File: src/rtl/ddt_pkg.sv
`timescale 1ns / 1ps
`default_nettype none
package ddt_pkg;

  localparam int ADDR_W  = 48;
  localparam int KIND_W  = 2;
  localparam int STR_W   = 8;
  localparam int INDEX_W = 16;
  localparam int TOTAL_W = 7;

  // action codes
  localparam logic ACT_REPORT = 1'b0;
  localparam logic ACT_READ   = 1'b1;

  // one stored device
  typedef struct packed {
    logic [ADDR_W-1:0]       addr;
    logic [KIND_W-1:0]       kind;
    logic signed [STR_W-1:0] strength;
  } entry_t;

endpackage
`default_nettype wire

File: src/rtl/ddt_store.sv
`timescale 1ns / 1ps
`default_nettype none
module ddt_store #(
  parameter int DEPTH = 64,
  parameter int IDX_W = 6
) (
  input  wire logic             clk,
  input  wire logic             wr_en,
  input  wire logic [IDX_W-1:0] wr_addr,
  input  wire ddt_pkg::entry_t  wr_data,
  input  wire logic             rd_en,
  input  wire logic [IDX_W-1:0] rd_addr,
  output ddt_pkg::entry_t       rd_data
);

  ddt_pkg::entry_t mem [DEPTH];
  ddt_pkg::entry_t rd_data_r;

  // single write port
  always_ff @(posedge clk) begin
    if (wr_en) begin
      mem[wr_addr] <= wr_data;
    end
  end

  // registered read
  always_ff @(posedge clk) begin
    if (rd_en) begin
      rd_data_r <= mem[rd_addr];
    end
  end

  assign rd_data = rd_data_r;

endmodule
`default_nettype wire

File: src/rtl/device_address_dedup_table.sv
`timescale 1ns / 1ps
`default_nettype none
// Duplicate filter table for scanned radio devices. Issue a command by holding
// start high while busy is low; the command is taken at that edge. A discovery
// report (action 0) walks the stored entries from index 0, one entry per cycle
// through the table memory's single read port: a matching address and type has
// its strength refreshed, a new device is appended while room remains, and a
// new device with a full table is dropped. A report gives no result and keeps
// busy high until the walk stops at a match or at the last entry, or, on an
// empty table, until the append is done. A read (action 1) keeps busy high
// for one cycle and its result shows on the ports from the next edge after
// the command edge, for exactly one cycle, marked by out_strobe; no new command
// is taken while busy is high. The receiver cannot stall,
// so it must take every result in the cycle it is shown. Reads at or past the
// count return zero data with out_entry_valid low. The table memory needs no
// clearing pass: only entries below the count are ever looked at.
module device_address_dedup_table #(
  parameter int TABLE_DEPTH = 64
) (
  input  wire logic                               clk,
  input  wire logic                               rst_n,
  // command side
  input  wire logic                               start,
  output logic                                    busy,
  input  wire logic                               in_action,
  input  wire logic [ddt_pkg::ADDR_W-1:0]         in_dev_addr,
  input  wire logic [ddt_pkg::KIND_W-1:0]         in_addr_kind,
  input  wire logic signed [ddt_pkg::STR_W-1:0]   in_signal_strength,
  input  wire logic [ddt_pkg::INDEX_W-1:0]        in_read_index,
  // result side
  output logic                                    out_strobe,
  output logic                                    out_entry_valid,
  output logic [ddt_pkg::INDEX_W-1:0]             out_echo_index,
  output logic [ddt_pkg::ADDR_W-1:0]              out_addr,
  output logic [ddt_pkg::KIND_W-1:0]              out_kind,
  output logic signed [ddt_pkg::STR_W-1:0]        out_strength,
  output logic [ddt_pkg::TOTAL_W-1:0]             out_entry_total
);

  // index and count widths follow the table depth
  localparam int IDX_W = (TABLE_DEPTH > 1) ? $clog2(TABLE_DEPTH) : 1;
  localparam int CNT_W = IDX_W + 1;

  typedef enum logic [1:0] {
    ST_IDLE,
    ST_SCAN,
    ST_APPEND,
    ST_RESP
  } state_t;

  state_t                        state_r;
  logic [CNT_W-1:0]              fill_r;
  logic [IDX_W-1:0]              idx_r;
  ddt_pkg::entry_t               key_r;
  logic                          rd_hit_r;
  logic [ddt_pkg::INDEX_W-1:0]   echo_r;

  logic                          out_strobe_r;
  logic                          out_valid_r;
  logic [ddt_pkg::INDEX_W-1:0]   out_echo_r;
  logic [ddt_pkg::ADDR_W-1:0]    out_addr_r;
  logic [ddt_pkg::KIND_W-1:0]    out_kind_r;
  logic signed [ddt_pkg::STR_W-1:0] out_strength_r;
  logic [ddt_pkg::TOTAL_W-1:0]   out_total_r;

  // memory port controls
  logic                          rd_en;
  logic [IDX_W-1:0]              rd_addr;
  logic                          wr_en;
  logic [IDX_W-1:0]              wr_addr;
  ddt_pkg::entry_t               wr_data;
  ddt_pkg::entry_t               rd_data;

  logic                          accept;
  logic                          read_hit;
  logic                          table_full;
  logic                          scan_match;
  logic                          scan_last;
  ddt_pkg::entry_t               in_entry;

  assign accept     = start && !busy;
  assign busy       = (state_r != ST_IDLE);
  assign read_hit   = in_read_index < ddt_pkg::INDEX_W'(fill_r);
  assign table_full = (fill_r == CNT_W'(TABLE_DEPTH));

  // rd_data holds entry idx_r while scanning
  assign scan_match = (rd_data.addr == key_r.addr) && (rd_data.kind == key_r.kind);
  assign scan_last  = ((CNT_W'(idx_r) + 1'b1) == fill_r);

  assign in_entry.addr     = in_dev_addr;
  assign in_entry.kind     = in_addr_kind;
  assign in_entry.strength = in_signal_strength;

  // memory addressing for each state
  always_comb begin
    rd_en   = 1'b0;
    rd_addr = '0;
    wr_en   = 1'b0;
    wr_addr = idx_r;
    wr_data = key_r;
    case (state_r)
      ST_IDLE: begin
        if (accept && (in_action == ddt_pkg::ACT_READ) && read_hit) begin
          rd_en   = 1'b1;
          rd_addr = in_read_index[IDX_W-1:0];
        end else if (accept && (in_action == ddt_pkg::ACT_REPORT) && (fill_r != '0)) begin
          // start the walk at entry zero
          rd_en   = 1'b1;
          rd_addr = '0;
        end
      end
      ST_SCAN: begin
        if (scan_match) begin
          // known device, refresh strength in place
          wr_en   = 1'b1;
          wr_addr = idx_r;
        end else if (scan_last) begin
          // new device, append if there is room
          wr_en   = !table_full;
          wr_addr = fill_r[IDX_W-1:0];
        end else begin
          rd_en   = 1'b1;
          rd_addr = idx_r + 1'b1;
        end
      end
      ST_APPEND: begin
        // empty table, first entry
        wr_en   = 1'b1;
        wr_addr = fill_r[IDX_W-1:0];
      end
      ST_RESP: begin
        rd_en = 1'b0;
      end
      default: begin
        rd_en = 1'b0;
      end
    endcase
  end

  // sequencer, count and result registers
  always_ff @(posedge clk) begin
    if (!rst_n) begin
      state_r      <= ST_IDLE;
      fill_r       <= '0;
      out_strobe_r <= 1'b0;
    end else begin
      out_strobe_r <= 1'b0;
      case (state_r)
        ST_IDLE: begin
          if (accept) begin
            key_r    <= in_entry;
            echo_r   <= in_read_index;
            rd_hit_r <= read_hit;
            idx_r    <= '0;
            if (in_action == ddt_pkg::ACT_READ) begin
              state_r <= ST_RESP;
            end else if (fill_r == '0) begin
              state_r <= ST_APPEND;
            end else begin
              state_r <= ST_SCAN;
            end
          end
        end
        ST_SCAN: begin
          if (scan_match) begin
            state_r <= ST_IDLE;
          end else if (scan_last) begin
            if (!table_full) begin
              fill_r <= fill_r + 1'b1;
            end
            state_r <= ST_IDLE;
          end else begin
            idx_r <= idx_r + 1'b1;
          end
        end
        ST_APPEND: begin
          fill_r  <= fill_r + 1'b1;
          state_r <= ST_IDLE;
        end
        ST_RESP: begin
          // result goes out for one cycle, zeros when past the count
          out_strobe_r   <= 1'b1;
          out_valid_r    <= rd_hit_r;
          out_echo_r     <= echo_r;
          out_addr_r     <= rd_hit_r ? rd_data.addr : '0;
          out_kind_r     <= rd_hit_r ? rd_data.kind : '0;
          out_strength_r <= rd_hit_r ? rd_data.strength : '0;
          out_total_r    <= ddt_pkg::TOTAL_W'(fill_r);
          state_r        <= ST_IDLE;
        end
        default: begin
          state_r <= ST_IDLE;
        end
      endcase
    end
  end

  ddt_store #(
    .DEPTH (TABLE_DEPTH),
    .IDX_W (IDX_W)
  ) u_store (
    .clk     (clk),
    .wr_en   (wr_en),
    .wr_addr (wr_addr),
    .wr_data (wr_data),
    .rd_en   (rd_en),
    .rd_addr (rd_addr),
    .rd_data (rd_data)
  );

  assign out_strobe      = out_strobe_r;
  assign out_entry_valid = out_valid_r;
  assign out_echo_index  = out_echo_r;
  assign out_addr        = out_addr_r;
  assign out_kind        = out_kind_r;
  assign out_strength    = out_strength_r;
  assign out_entry_total = out_total_r;

endmodule
`default_nettype wire

File: config.mk
export PLATFORM = sky130hd
export DESIGN_NAME = device_address_dedup_table
export DESIGN_NICKNAME = d
export VERILOG_FILES = /design/src/rtl/ddt_pkg.sv /design/src/rtl/ddt_store.sv /design/src/rtl/device_address_dedup_table.sv
export SDC_FILE = /design/constraint.sdc
export NUM_CORES = 2
export LEC_CHECK = 0
export BUFFER_PORTS_ARGS = -buffer_cell sky130_fd_sc_hd__buf_4
export CORE_UTILIZATION = 39
export CTS_CLUSTER_SIZE = 24
export DETAILED_ROUTE_END_ITERATION = 16
export PLACE_DENSITY = 0.58
export REMOVE_ABC_BUFFERS = 1
export SYNTH_ARGS = -nofsm -noshare
export SYNTH_HDL_FRONTEND = slang
export SYNTH_SLANG_ARGS = --single-unit
File: constraint.sdc
create_clock -name clk -period 11.05 [get_ports clk]
set_input_delay 1.6575 -clock clk [delete_from_list [all_inputs] [get_ports clk]]
set_output_delay 1.6575 -clock clk [all_outputs]
set_load 0.01 [all_outputs]
==> reports/results.ini <==
[final_layout]
nNetsFinal=10600
syn2layout_area_growth_pct=13.9
drive_above_1_share_pct=10.8
fillers=34200

[setup_path]
cp_slowest_cell=nor3_1
critPathArrivalTime_ns=8.84
path_cells=buf_4, xnor2_1, nand4_1, nor3_1, nand4_1, a32oi_4, buf_4, nand2_4, buf_4, o22ai_1, o221ai_1, o311a_1, nand4b_1
worstPathRequired_ns=11.81
reg2reg_to=u_store.rd_data[27]
crit_family=simple AND/OR/NAND/NOR gates
r2r-start=key_r[24]
crit_fanout=65
critPathCapture=u_store.rd_data[27]
setup.worst_path.class=flop to flop
cp.depth=13
critPathCaptureType=flop
worstSetupStartpointType=flop
worstRegToRegCells=13
max_stage_delay_ns=1.22
worst-path-buf-inv=3
path_common_cell=buf_4
startpoint=key_r[24]
reg2reg_slack_ns=2.97

[global_routing]
track_usage_pct=26.0
top_usage_layer=met2
grt_max_degree=151
grtUsageMet3_pct=5.45
use_met2_pct=41.0
grt_pass1_vias=91400
overflow=0
antenna_found_initial=31
met1_usage_pct=34.6
grt_pass1_wl_um=729000

[die]
fp-row-count=230
core_um2=393000
die_w_um=630
die-area_um2=397000
initial_core_util_pct=39.2
io_pins=162
die_h_um=630

[placement]
io_buffers=161
dpl.hpwl_um=282000
gp_congestion=0.873

[sta]
finalHoldViolations=0
hold_slack_ns=0.415
period_needed_ns=8.08
rsz0062_at_grt=no
max_slew_margin_pct=0.689
maxSlewViolCount=0
max_freq_mhz=124
tightest_slew_ns=1.48
fin_crit_sh_pct=73.1
setup_viol=0
tns_ns=0
fin_skew_ns=0.0834

[logic_synthesis]
yosys-top-cells-count=3933 x edfxtp_1, 2276 x nand2_1, 740 x mux2i_1
yosys_warnings=0
synth_edf_count=3933
syn_avg_cell_area_um2=15.0
ys_types=83
post-synth-top-area-fraction_pct=76.8
ys_ff_latch=3943
synthCells=10300
synth_flop_cell=edfxtp_1
synth_area_leaders=edfxtp_1 77%, nand2_1 5.6%, mux2i_1 4.8%, a21oi_1 2.4%, nand3_1 1.2%
ys_seq_area_share_pct=76.9
synth.largest_area_cell=edfxtp_1
synth.most_common_cell=edfxtp_1
syn_area_um2=154000
async_reset_ff_share_pct=0

[routing]
detail_route.wl_per_cell_um=33.0
viasPerCell=5.96
vias=96300
drt_pass1_iterations=8
wl_um=532000
postRouteAntennaNets=0
drt-initial-drc-count=13600
drcViolationCount=0

[clocking]
htreeDepth=5
cts_tree=built
cts_root_buf=clkbuf_16
cts-buffers-inserted=414
path_clk_slew_ns=0.06
cts_hold_buf=0
postCtsSetupRepairBufs=0
insertion_delay_ns=1.00
cts_resized=0
cts_buffer_depth=4
clock_sinks=3943

[worst_hold_path]
hold_class=flop to flop

[power_and_ir_drop]
cellPowerDensity_nw_per_um2=185
leakage_nw=59.5
comb_power_share_pct=6.5
power.switching_mw=7.57
clockPowerShare_pct=42.1
p_total_mw=32.4
internal_power_mw=24.8
seq_power_share_pct=51.3
switching_share_pct=23.3
ir_drop_v=0.000120

[run_status]
failed_checks=capacitance limit
outcome=finished with violations

[flow_run]
drv_cap=1

cells by family (layout without fill, tap and decap cells):
family,count (synthesis),in the layout,share of synthesized area (%)
flip-flops,3943,3943,76.9
multiplexers,754,754,4.92
XOR/XNOR,67,67,0.413
other,0,26,0
buffers and inverters,626,1237,2.07
AO/OA/AOI/OAI,1513,1513,6.22
AND/OR/NAND/NOR,3365,3365,9.35
adder cells (fa/ha/maj),13,13,0.106
power groups by stage:
stage | Clock [mW] | Sequential [mW] | Combinational (mW)
after floorplan | 0 | 17.0 | 3.22
after global placement | 0 | 17.0 | 2.05
after detailed placement | 0 | 17.0 | 2.08
after CTS | 13.8 | 16.6 | 2.08
after global routing | 14.3 | 16.6 | 2.21
final | 13.7 | 16.6 | 2.12
how the worst min path moves through the flow:
stage,from,endpoint,slack (ns),cells after the start
3_3_place_gp,echo_r[8],out_echo_index[8],0.41,0
5_1_grt,echo_r[9],out_echo_index[9],0.42,0
2_1_floorplan,echo_r[0],out_echo_index[0],0.40,0
4_1_cts,echo_r[9],out_echo_index[9],0.42,0
3_5_place_dp,echo_r[8],out_echo_index[8],0.40,0
6_report,echo_r[9],out_echo_index[9],0.42,0
sequential cells by signal, summed over array words and instances (netlist names), 6 cells and up:
name and flops:
echo_r 16, fill_r 7, idx_r 6, key_r 58
out_addr 48, out_echo_index 16, out_entry_total 7, out_strength 8
u_store.mem 3712, u_store.rd_data 58
worst register-to-register path: stages (launching register included):
cell and delay (ns):
edfxtp_1 0.33, buf_4 0.55, xnor2_1 0.27, nand4_1 0.51
nor3_1 1.22, nand4_1 0.62, a32oi_4 0.82, buf_4 0.73
nand2_4 0.80, buf_4 0.62, o22ai_1 0.35, o221ai_1 0.36
o311a_1 0.33, nand4b_1 0.33
per-layer routing:
layer	vias up	routed length (um)
met5	-	67
met1	49400	203000
met3	1167	58200
met2	6061	244000
li1	39600	-
met4	12	27400
layout make-up:
| type | instances | area, um2 | share of cell area, % |
|---|---|---|---|
| sequential | 3943 | 118000 | 67.5 |
| multi-input combinational | 5712 | 33000 | 18.9 |
| clock buffer | 503 | 10800 | 6.14 |
| tap | 5220 | 6530 | 3.73 |
| timing repair buffer | 465 | 4040 | 2.31 |
| clock inverter | 257 | 2360 | 1.35 |
| antenna | 26 | 65.1 | 0.0371 |
| inverter | 12 | 45.0 | 0.0257 |
cells in the final DEF (no fill, tap or decap), drive strengths merged, types with 107 or more instances in the layout:
cell type,count
o22ai,254
nor2,143
nor3,186
clkinv,200
nand2,2278
edfxtp,3933
and2,107
a21oi,724
clkbuf,503
mux2i,740
nand3,379
nor4,138
buf,465
metrics by stage:
stage	instances	utilization, %	setup WS [ns]	cell area (um2)
2_1_floorplan	9667	-	-95.35	151000
3_3_place_gp	15400	41.3	3.30	162000
3_5_place_dp	15400	41.3	3.19	162000
4_1_cts	16100	44.6	3.21	175000
5_1_grt	16100	44.6	3.19	175000
6_report	16100	44.6	2.97	175000
Note: power is estimated with default switching activity, not from simulation.
